File: config.mk
export PLATFORM = sky130hd
export DESIGN_NAME = script_class_language_guess_core
export DESIGN_NICKNAME = d
export VERILOG_FILES = /design/src/rtl/core/sclg_pkg.sv /design/src/rtl/core/script_class_language_guess_core.sv
export SDC_FILE = /design/constraint.sdc
export NUM_CORES = 1
export LEC_CHECK = 0
export BUFFER_PORTS_ARGS = -buffer_cell sky130_fd_sc_hd__buf_4
export CAP_MARGIN = 5
export CORE_MARGIN = 2
export CORE_UTILIZATION = 64
export CTS_CLUSTER_SIZE = 28
export DETAILED_ROUTE_END_ITERATION = 12
export PLACE_DENSITY = 0.92
export SLEW_MARGIN = 20
export SYNTH_ARGS = -nofsm -noshare
export SYNTH_HDL_FRONTEND = slang
export SYNTH_SLANG_ARGS = --single-unit
File: constraint.sdc
create_clock -name aclk -period 8.7 [get_ports aclk]
set_input_delay 0.87 -clock aclk [delete_from_list [all_inputs] [get_ports aclk]]
set_output_delay 0.87 -clock aclk [all_outputs]
set_load 0.05 [all_outputs]
File: src/rtl/core/sclg_pkg.sv
// ----------------------------------------------------------------------------
// sclg_pkg: shared types and constants for the script-class language guess
// Code-point class ranges, register indexes and language codes.
// ----------------------------------------------------------------------------
package sclg_pkg;

    localparam int unsigned CP_WIDTH    = 21;
    localparam int unsigned LANG_WIDTH  = 3;
    localparam int unsigned TOTAL_WIDTH = 16;
    localparam int unsigned RATIO_WIDTH = 4;
    localparam int unsigned BYTES_WIDTH = 3;
    localparam int unsigned CFG_WIDTH   = 4;
    localparam int unsigned IDX_WIDTH   = 2;

    typedef logic [CP_WIDTH-1:0]    cp_t;
    typedef logic [TOTAL_WIDTH-1:0] total_t;
    typedef logic [RATIO_WIDTH-1:0] ratio_t;
    typedef logic [BYTES_WIDTH-1:0] bytes_t;
    typedef logic [CFG_WIDTH-1:0]   cfg_data_t;
    typedef logic [IDX_WIDTH-1:0]   cfg_idx_t;

    typedef enum logic [LANG_WIDTH-1:0] {
        GUESS_UNKNOWN  = 3'd0,
        GUESS_JAPANESE = 3'd1,
        GUESS_CHINESE  = 3'd2,
        GUESS_ENGLISH  = 3'd3,
        GUESS_KOREAN   = 3'd4,
        GUESS_QUENYA   = 3'd5
    } lang_t;

    localparam cfg_idx_t REG_ENGLISH_RATIO = 2'd0;
    localparam cfg_idx_t REG_QUENYA_RATIO  = 2'd1;
    localparam cfg_idx_t REG_MIN_BYTES     = 2'd2;

    localparam ratio_t RST_ENGLISH_RATIO = 4'd7;
    localparam ratio_t RST_QUENYA_RATIO  = 4'd5;
    localparam bytes_t RST_MIN_BYTES     = 3'd2;
    localparam bytes_t BYTES_MAX         = 3'd7;

    // Kana: hiragana, katakana, katakana phonetic extensions
    localparam cp_t HIRA_LO = 21'h03040;
    localparam cp_t HIRA_HI = 21'h0309F;
    localparam cp_t KATA_LO = 21'h030A0;
    localparam cp_t KATA_HI = 21'h030FF;
    localparam cp_t KEXT_LO = 21'h031F0;
    localparam cp_t KEXT_HI = 21'h031FF;

    // Kanji: unified, extension A, extension B, compatibility
    localparam cp_t CJK_LO  = 21'h04E00;
    localparam cp_t CJK_HI  = 21'h09FFF;
    localparam cp_t CJKA_LO = 21'h03400;
    localparam cp_t CJKA_HI = 21'h04DBF;
    localparam cp_t CJKB_LO = 21'h20000;
    localparam cp_t CJKB_HI = 21'h2A6DF;
    localparam cp_t CJKC_LO = 21'h0F900;
    localparam cp_t CJKC_HI = 21'h0FAFF;

    // Latin letters
    localparam cp_t UPPER_LO = 21'h00041;
    localparam cp_t UPPER_HI = 21'h0005A;
    localparam cp_t LOWER_LO = 21'h00061;
    localparam cp_t LOWER_HI = 21'h0007A;

    // Hangul syllables and jamo
    localparam cp_t HSYL_LO  = 21'h0AC00;
    localparam cp_t HSYL_HI  = 21'h0D7AF;
    localparam cp_t JAMO_LO  = 21'h01100;
    localparam cp_t JAMO_HI  = 21'h011FF;

    // Accented specials
    localparam cp_t ACC_A_ACUTE = 21'h000E1;
    localparam cp_t ACC_E_ACUTE = 21'h000E9;
    localparam cp_t ACC_E_DIAER = 21'h000EB;
    localparam cp_t ACC_I_ACUTE = 21'h000ED;
    localparam cp_t ACC_N_TILDE = 21'h000F1;
    localparam cp_t ACC_O_ACUTE = 21'h000F3;
    localparam cp_t ACC_U_ACUTE = 21'h000FA;
    localparam cp_t ACC_THORN   = 21'h000FE;

    // Place-name kanji
    localparam cp_t PLACE_TO    = 21'h090FD;
    localparam cp_t PLACE_DO    = 21'h09053;
    localparam cp_t PLACE_FU    = 21'h05E9C;
    localparam cp_t PLACE_KEN   = 21'h0770C;
    localparam cp_t PLACE_SHI   = 21'h05E02;
    localparam cp_t PLACE_KU    = 21'h0533A;
    localparam cp_t PLACE_CHO   = 21'h0753A;
    localparam cp_t PLACE_MURA  = 21'h06751;

    // UTF-8 length boundaries
    localparam cp_t UTF8_2B = 21'h00080;
    localparam cp_t UTF8_3B = 21'h00800;
    localparam cp_t UTF8_4B = 21'h10000;

endpackage

File: src/rtl/core/script_class_language_guess_core.sv
// ----------------------------------------------------------------------------
// script_class_language_guess_core: language guess from script classes
// Classifies a stream of code points and gives one language code per text.
// ----------------------------------------------------------------------------
// Usage:
//   Input channel (s_valid/s_ready): one beat per code point, s_last_char
//   marks the final character of a text. Output channel (m_valid/m_ready):
//   one beat per text carrying the language code and the character count.
//   Configuration: cfg_wr_en writes cfg_wdata into the register chosen by
//   cfg_index (0 English ratio, 1 Quenya ratio, 2 minimum bytes) at once;
//   write only while the block is idle. Other indexes are ignored.
// Timing:
//   A beat is captured in an input register, then classified and folded into the
//   running counts as it leaves that register; a last beat loads the result
//   register at the edge it leaves, which raises m_valid.
//   Throughput is one code point per cycle while no last beat waits on a held
//   result; the single classify/decide stage between the input and result registers sets that figure.
// Stall:
//   While a result waits on m_ready the block keeps taking non-last beats;
//   a last beat holds in the input register until the result slot frees.
// Reset:
//   aresetn clears the counts, flags and both valid bits and restores the
//   configuration registers to 7, 5 and 2. No clearing pass is needed.
// ----------------------------------------------------------------------------
module script_class_language_guess_core #(
    parameter int unsigned COUNT_WIDTH = 16
) (
    input  logic                  aclk,
    input  logic                  aresetn,
    // configuration write port
    input  logic                  cfg_wr_en,
    input  sclg_pkg::cfg_idx_t    cfg_index,
    input  sclg_pkg::cfg_data_t   cfg_wdata,
    // input channel
    input  logic                  s_valid,
    output logic                  s_ready,
    input  sclg_pkg::cp_t         s_code_point,
    input  logic                  s_last_char,
    // result channel
    output logic                  m_valid,
    input  logic                  m_ready,
    output sclg_pkg::lang_t       m_language,
    output sclg_pkg::total_t      m_char_total
);
    import sclg_pkg::*;

    localparam int unsigned PW = COUNT_WIDTH + RATIO_WIDTH;   // ratio product width
    localparam int unsigned EW = COUNT_WIDTH + TOTAL_WIDTH;   // total clamp width

    typedef logic [COUNT_WIDTH-1:0] count_t;
    typedef logic [PW-1:0]          prod_t;
    typedef logic [EW-1:0]          ext_t;

    // configuration registers
    ratio_t eng_ratio_reg;
    ratio_t quenya_ratio_reg;
    bytes_t min_bytes_reg;

    // input register
    logic   in_valid_reg;
    cp_t    cp_reg;
    logic   last_reg;

    // running text state
    logic   kana_reg, kanji_reg, hangul_reg, accent_reg, place_reg;
    count_t latin_reg, count_reg;
    bytes_t bytes_reg;

    // result register
    logic   out_valid_reg;
    lang_t  lang_reg;
    total_t total_reg;

    // per-character classes
    logic   cls_kana, cls_kanji, cls_latin, cls_hangul, cls_accent, cls_place;
    logic [2:0] cp_bytes;
    logic [3:0] bytes_sum;

    logic   kana_next, kanji_next, hangul_next, accent_next, place_next;
    count_t latin_next, count_next;
    bytes_t bytes_next;

    prod_t  latin_x10, quenya_bound, english_bound;
    ext_t   count_ext;
    lang_t  lang_next;
    total_t total_next;

    logic   advance;

    // Advance the input register whenever a non-last beat is present, or a
    // last beat has a free result slot.
    assign advance = in_valid_reg && (!last_reg || !out_valid_reg || m_ready);
    assign s_ready = !in_valid_reg || advance;

    assign m_valid      = out_valid_reg;
    assign m_language   = lang_reg;
    assign m_char_total = total_reg;

    // classification of the held code point
    always_comb begin
        cls_kana   = (cp_reg >= HIRA_LO && cp_reg <= HIRA_HI) ||
                     (cp_reg >= KATA_LO && cp_reg <= KATA_HI) ||
                     (cp_reg >= KEXT_LO && cp_reg <= KEXT_HI);
        cls_kanji  = (cp_reg >= CJK_LO  && cp_reg <= CJK_HI)  ||
                     (cp_reg >= CJKA_LO && cp_reg <= CJKA_HI) ||
                     (cp_reg >= CJKB_LO && cp_reg <= CJKB_HI) ||
                     (cp_reg >= CJKC_LO && cp_reg <= CJKC_HI);
        cls_latin  = (cp_reg >= UPPER_LO && cp_reg <= UPPER_HI) ||
                     (cp_reg >= LOWER_LO && cp_reg <= LOWER_HI);
        cls_hangul = (cp_reg >= HSYL_LO && cp_reg <= HSYL_HI) ||
                     (cp_reg >= JAMO_LO && cp_reg <= JAMO_HI);
        cls_accent = cp_reg inside {ACC_A_ACUTE, ACC_E_ACUTE, ACC_E_DIAER, ACC_I_ACUTE,
                                    ACC_N_TILDE, ACC_O_ACUTE, ACC_U_ACUTE, ACC_THORN};
        cls_place  = cp_reg inside {PLACE_TO, PLACE_DO, PLACE_FU, PLACE_KEN,
                                    PLACE_SHI, PLACE_KU, PLACE_CHO, PLACE_MURA};

        if (cp_reg < UTF8_2B) begin
            cp_bytes = 3'd1;
        end else if (cp_reg < UTF8_3B) begin
            cp_bytes = 3'd2;
        end else if (cp_reg < UTF8_4B) begin
            cp_bytes = 3'd3;
        end else begin
            cp_bytes = 3'd4;
        end
    end

    // state update: classes are exclusive in priority order kana, kanji,
    // Latin, Hangul; accent and place flags are independent
    always_comb begin
        kana_next   = kana_reg   | cls_kana;
        kanji_next  = kanji_reg  | (!cls_kana && cls_kanji);
        hangul_next = hangul_reg | (!cls_kana && !cls_kanji && !cls_latin && cls_hangul);
        accent_next = accent_reg | cls_accent;
        place_next  = place_reg  | cls_place;

        latin_next = latin_reg;
        if (!cls_kana && !cls_kanji && cls_latin && latin_reg != '1) begin
            latin_next = latin_reg + count_t'(1);
        end
        count_next = (count_reg != '1) ? count_reg + count_t'(1) : count_reg;

        bytes_sum  = {1'b0, bytes_reg} + {1'b0, cp_bytes};
        bytes_next = (bytes_sum > {1'b0, BYTES_MAX}) ? BYTES_MAX : bytes_sum[2:0];
    end

    // decision on the updated state
    always_comb begin
        latin_x10     = (prod_t'(latin_next) << 3) + (prod_t'(latin_next) << 1);
        quenya_bound  = prod_t'(count_next) * prod_t'(quenya_ratio_reg);
        english_bound = prod_t'(count_next) * prod_t'(eng_ratio_reg);

        if (bytes_next < min_bytes_reg) begin
            lang_next = GUESS_UNKNOWN;
        end else if (kana_next) begin
            lang_next = GUESS_JAPANESE;
        end else if (accent_next && latin_x10 > quenya_bound) begin
            lang_next = GUESS_QUENYA;
        end else if (latin_x10 > english_bound) begin
            lang_next = GUESS_ENGLISH;
        end else if (hangul_next) begin
            lang_next = GUESS_KOREAN;
        end else if (kanji_next) begin
            lang_next = place_next ? GUESS_JAPANESE : GUESS_CHINESE;
        end else begin
            lang_next = GUESS_UNKNOWN;
        end

        // clamp the count to the 16-bit total field
        count_ext  = ext_t'(count_next);
        total_next = (count_ext > ext_t'({TOTAL_WIDTH{1'b1}})) ?
                     {TOTAL_WIDTH{1'b1}} : count_ext[TOTAL_WIDTH-1:0];
    end

    // control state and configuration
    always_ff @(posedge aclk) begin
        if (!aresetn) begin
            eng_ratio_reg    <= RST_ENGLISH_RATIO;
            quenya_ratio_reg <= RST_QUENYA_RATIO;
            min_bytes_reg    <= RST_MIN_BYTES;
            in_valid_reg     <= 1'b0;
            out_valid_reg    <= 1'b0;
            kana_reg         <= 1'b0;
            kanji_reg        <= 1'b0;
            hangul_reg       <= 1'b0;
            accent_reg       <= 1'b0;
            place_reg        <= 1'b0;
            latin_reg        <= '0;
            count_reg        <= '0;
            bytes_reg        <= '0;
        end else begin
            if (cfg_wr_en) begin
                case (cfg_index)
                    REG_ENGLISH_RATIO: eng_ratio_reg    <= cfg_wdata;
                    REG_QUENYA_RATIO:  quenya_ratio_reg <= cfg_wdata;
                    REG_MIN_BYTES:     min_bytes_reg    <= cfg_wdata[BYTES_WIDTH-1:0];
                    default: ;
                endcase
            end

            if (s_valid && s_ready) begin
                in_valid_reg <= 1'b1;
            end else if (advance) begin
                in_valid_reg <= 1'b0;
            end

            // drop the result once taken, load a new one on a last beat
            if (advance && last_reg) begin
                out_valid_reg <= 1'b1;
            end else if (m_ready) begin
                out_valid_reg <= 1'b0;
            end

            if (advance) begin
                if (last_reg) begin
                    kana_reg   <= 1'b0;
                    kanji_reg  <= 1'b0;
                    hangul_reg <= 1'b0;
                    accent_reg <= 1'b0;
                    place_reg  <= 1'b0;
                    latin_reg  <= '0;
                    count_reg  <= '0;
                    bytes_reg  <= '0;
                end else begin
                    kana_reg   <= kana_next;
                    kanji_reg  <= kanji_next;
                    hangul_reg <= hangul_next;
                    accent_reg <= accent_next;
                    place_reg  <= place_next;
                    latin_reg  <= latin_next;
                    count_reg  <= count_next;
                    bytes_reg  <= bytes_next;
                end
            end
        end
    end

    // payload registers
    always_ff @(posedge aclk) begin
        if (s_valid && s_ready) begin
            cp_reg   <= s_code_point;
            last_reg <= s_last_char;
        end
        if (advance && last_reg) begin
            lang_reg  <= lang_next;
            total_reg <= total_next;
        end
    end

    // ------------------------------------------------------------------------
    // assertions
    // ------------------------------------------------------------------------
    a_last_gives_result: assert property (@(posedge aclk) disable iff (!aresetn)
        (advance && last_reg) |=> m_valid)
        else $error("last beat processed without a result");

    a_last_clears_state: assert property (@(posedge aclk) disable iff (!aresetn)
        (advance && last_reg) |=> (count_reg == '0 && bytes_reg == '0 && !kana_reg))
        else $error("text state not cleared after last beat");

    a_result_nonempty: assert property (@(posedge aclk) disable iff (!aresetn)
        m_valid |-> (m_char_total != '0))
        else $error("result with zero characters");

    a_count_has_bytes: assert property (@(posedge aclk) disable iff (!aresetn)
        (count_reg != '0) |-> (bytes_reg != '0))
        else $error("characters counted without bytes");

    a_stall_holds_input: assert property (@(posedge aclk) disable iff (!aresetn)
        !s_ready |-> (in_valid_reg && last_reg && out_valid_reg))
        else $error("input stalled without a pending last beat");

endmodule
==> results.txt <==
* Result of the run: finished, final reports clean
* Asr flop ratio synth: 0%
- Total area of sequential cells: 2290 um^2
- Synthesis instantiated 73 different standard cells from the library.
* HPWL after DPL: 19.0 mm
* Clock latency reported for the late side of the worst-skew pair: 0.36 ns
* Area share of fa/ha/maj cells after synthesis: 24.7%
- CP max FO: 10
* Hold Crit Start: place_reg
* Beginning of the critical path: count_reg[0]
* Slack of the worst reg-to-reg path: 0.31 ns
* Area growth, synth to finish: 8.91%
- Core Area: 15300 um^2
- Met1 layer usage reported by global route: 41.7%
- Area of the multi-input gates: 7280 um^2
- Post-CTS clock slew at the launch and capture registers of the worst setup and hold paths: 0.07 ns
- Area of the die: 16800 um^2
- Antenna fix cells: 0
- Total via count in the routed design: 9150
- Of the total synthesized cell area, the portion taken by XOR and XNOR cells is 5.93%.
- In the synthesized netlist the dominant register cell turns out to be sky130_fd_sc_hd__dfxtp_1.
- Worst-case setup margin in the final layout: 0.306 ns
- Worst setup slack before clock tree synthesis: 0.333 ns
- Leaving out fill and tap cells, the most frequent cells in the layout are sky130_fd_sc_hd__nand2_1 (159), sky130_fd_sc_hd__ha_1 (105), sky130_fd_sc_hd__inv_1 (98), sky130_fd_sc_hd__buf_4 (62).
- Worst slack on hold paths: 0.519 ns
- Relative max-transition margin: 27.8%
- Drt pass-1 iters: 6
* Number of remaining DRC errors: 0
- The initial utilization of the core area, before any placement, comes to 65.7%.
* Timing endpoint of the critical path: m_language[0]
- In the global route stage, met2 resource usage came out at 50.2%.
* Final period utilization: 96.5%
* Die Ht: 129 um
* Overall track demand over capacity in global routing: 31.3%
- After synthesis the netlist holds a flip-flop and latch count of 94.
- In this run the tool buffered the top-level ports with 53 buffer cells.
- Initial antenna violation count: 0
- Maximum root-to-sink buffer count: 2
- Setup violations remaining at the end of the flow were counted as 0.
- After clock tree synthesis, the flow added hold-fix buffers numbering 0.
* Finished layout cell area: 11000 um^2
- Of the cells placed in the final design, the portion with a size suffix greater than 1 is 8.87%.
- The worst setup path is captured at a flip-flop.
- By area, the combinational part of the netlist is dominated by adder cells.
- Overall overflow remaining after global route: 0
- Post-Syn Area: 10100 um^2
* Via/cell ratio: 6.40
- Number of synthesized flops with an enable pin: 41
* Time the final worst path needs with I/O delays and setup: 8.39 ns
- # clock sinks: 94
- Row generation in the floorplan step produced 45 rows.
- Beginning of the worst register-to-register path: count_reg[0]
- In the final routed layout, each cell accounts on average for 17.8 um.
* Area fraction in compound gates after synthesis: 16.1%
* Skew final: 0.00573 ns
* Critical Path RT: 8.80 ns
* Synth Area per Inst: 8.51 um^2
* Horizontal die dimension: 129 um
- Data arrives at the worst endpoint at 8.49 ns.
- The first routing iteration left 1022 violations.
- The portion of synthesized area spent on multiplexers is 1.44%.
- Entering global routing, the biggest net connects 51 pins.
- Reg-to-reg critical path endpoint: m_language[0]
* Largest cells by area after synthesis: sky130_fd_sc_hd__ha_1 (13%), sky130_fd_sc_hd__edfxtp_1 (12%), sky130_fd_sc_hd__fa_1 (12%)
- F_max: 119 MHz
- Worst setup SP type: flip-flop
- The synthesized design devotes to its leading area cell type 13.0% of total area.
* Clock buffer count from CTS: 9
* Number of slew-limit violations in the final report: 0
* Placed Cells incl. Taps: 1410
* Final-report hold violation count: 0
* CP max-delay cell: sky130_fd_sc_hd__xnor2_1
* Top Usage Layer GRT: met2
* RePlAce Congestion: 0.967
- Class of the most critical hold timing path: flip-flop to flip-flop
- VDD IR max: 0.000120 V
* Cell area power density: 89.5 nW/um^2
* I/O pins: 54
* Fill cell instance count of the final layout: 1105
- After the last flow step, the layout net total stands at 1409.
- The placed instances occupy a cell area of 10600 um^2.
* Largest area contributor in the netlist: sky130_fd_sc_hd__ha_1
- The first global-routing pass estimated 41.8 mm of wire.
- Root Driver: sky130_fd_sc_hd__clkbuf_16
- Part of the Yosys area used for sequential elements: 22.8%
* Net count after synthesis: 1379
* TritonCTS clock tree: done
- Flip-flop count of the largest register, all copies and words added: 21
- The via count of the first global-routing pass was 8801.
- For the worst flop-to-flop path, the logic depth is 29.
* Number of warnings printed during yosys synthesis: 0
- The final layout contains routed wiring with a total length of 25.5 mm.
- Summing the areas of all and, or, nand and nor instances in the mapped netlist gives 23.7% of the synthesized area.
* Max cap viols: 0
* Remaining antenna violation count after routing: 0
- At the pin with the least slew margin, the transition time is 1.08 ns.
- Global routing used 5.45% of the available met3 tracks.
* Leak pwr: 5.18 nW
- For this run, the slowest stage of the critical path takes 0.75 ns.
- The library cell used most frequently in the layout, excluding fill and tap cells, is sky130_fd_sc_hd__nand2_1.
* Gate count of the mapped netlist: 1183
* Critical Setup Path Class: flip-flop to flip-flop
- For this run, the number of standard cells in the final layout without fillers is 1429.
* H-tree lvl count: 3
-- worst min-delay path by stage --
| stage | endpoint | slack (ns) | cells past startpoint |
|---|---|---|---|
| global placement | place_reg | 0.48 | 1 |
| CTS | place_reg | 0.52 | 1 |
| global route | place_reg | 0.54 | 1 |
| finish | place_reg | 0.52 | 1 |
| floorplan | accent_reg | 0.47 | 2 |
| detailed placement | place_reg | 0.50 | 1 |
-- stage by stage --
stage	utilization (%)	power, mW	TNS (ns)
2_1_floorplan	-	0.553	0
3_3_place_gp	69.3	0.587	0
3_5_place_dp	69.3	0.590	0
4_1_cts	71.3	0.982	0
5_1_grt	71.6	1.01	-0.182
6_report	71.6	0.981	0
-- power breakdown --
group          internal [mW]  switching [mW]
Sequential             0.471          0.0237
Clock                  0.223           0.175
Combinational         0.0368          0.0518
-- area by class of cell --
| class | count | area share [%] |
|---|---|---|
| Clock buffer | 9 | 2.05 |
| Clock inverter | 7 | 0.662 |
| Inverter | 98 | 3.35 |
| Multi-Input combinational cell | 948 | 66.4 |
| Sequential cell | 94 | 20.9 |
| Tap cell | 211 | 2.41 |
| Timing Repair Buffer | 62 | 4.24 |
-- worst max-delay path, delay by kind of cell, from the launching register on --
| kind | cells | cell delay (ns) |
|---|---|---|
| compound gates | 10 | 2.41 |
| xor+xnor | 1 | 0.75 |
| fa+ha+maj | 5 | 1.83 |
| buf+inv | 2 | 0.20 |
| flops | 1 | 0.37 |
| mux | 1 | 0.38 |
| simple gates | 10 | 2.21 |
-- routing by layer --
layer | routed length, um | vias up
met4 | 979 | 0
met2 | 12000 | 535
met5 | 0 | -
met1 | 10200 | 4326
li1 | - | 4198
met3 | 2350 | 91
-- synth_stat cells, types with 6 or more instances --
cell type                  number
sky130_fd_sc_hd__o21ai_0       41
sky130_fd_sc_hd__dfxtp_1       53
sky130_fd_sc_hd__and2_1        46
sky130_fd_sc_hd__inv_1         98
sky130_fd_sc_hd__xnor2_1       27
sky130_fd_sc_hd__edfxtp_1      41
sky130_fd_sc_hd__a211oi_1      10
sky130_fd_sc_hd__nand3_1       40
sky130_fd_sc_hd__nand4_1       11
sky130_fd_sc_hd__a21o_1        19
sky130_fd_sc_hd__nor4_1        10
sky130_fd_sc_hd__or3_1          6
sky130_fd_sc_hd__xor2_1        33
sky130_fd_sc_hd__o31ai_1        6
sky130_fd_sc_hd__a22oi_1       29
sky130_fd_sc_hd__o21a_1        11
sky130_fd_sc_hd__nand2b_1      17
sky130_fd_sc_hd__nand2_1      160
sky130_fd_sc_hd__fa_1          58
sky130_fd_sc_hd__and4_1         7
sky130_fd_sc_hd__a21oi_1       52
sky130_fd_sc_hd__nor2b_1       52
sky130_fd_sc_hd__nor2_1        59
sky130_fd_sc_hd__a31oi_1        8
sky130_fd_sc_hd__mux2i_1       10
sky130_fd_sc_hd__ha_1         105
sky130_fd_sc_hd__and3_1        13
sky130_fd_sc_hd__clkbuf_1      37
sky130_fd_sc_hd__nor3_1        22
-- timing repair --
| item | 4_1_cts | 5_1_grt |
|---|---|---|
| gates resized for setup | 0 | 6 |
| setup endpoints to repair | 0 | 3 |
| setup buffers | 0 | 3 |
-- cells by family (layout without fill, tap and decap cells) --
logic type	after synthesis	in the layout
adders and majority gates	164	164
buffers and inverters	141	176
DFF	94	94
muxes	14	14
xor gates and xnor gates	64	64
and+or+nand+nor	469	469
AOI/OAI and AO/OA	237	237
Note: power is estimated with default switching activity, not from simulation.
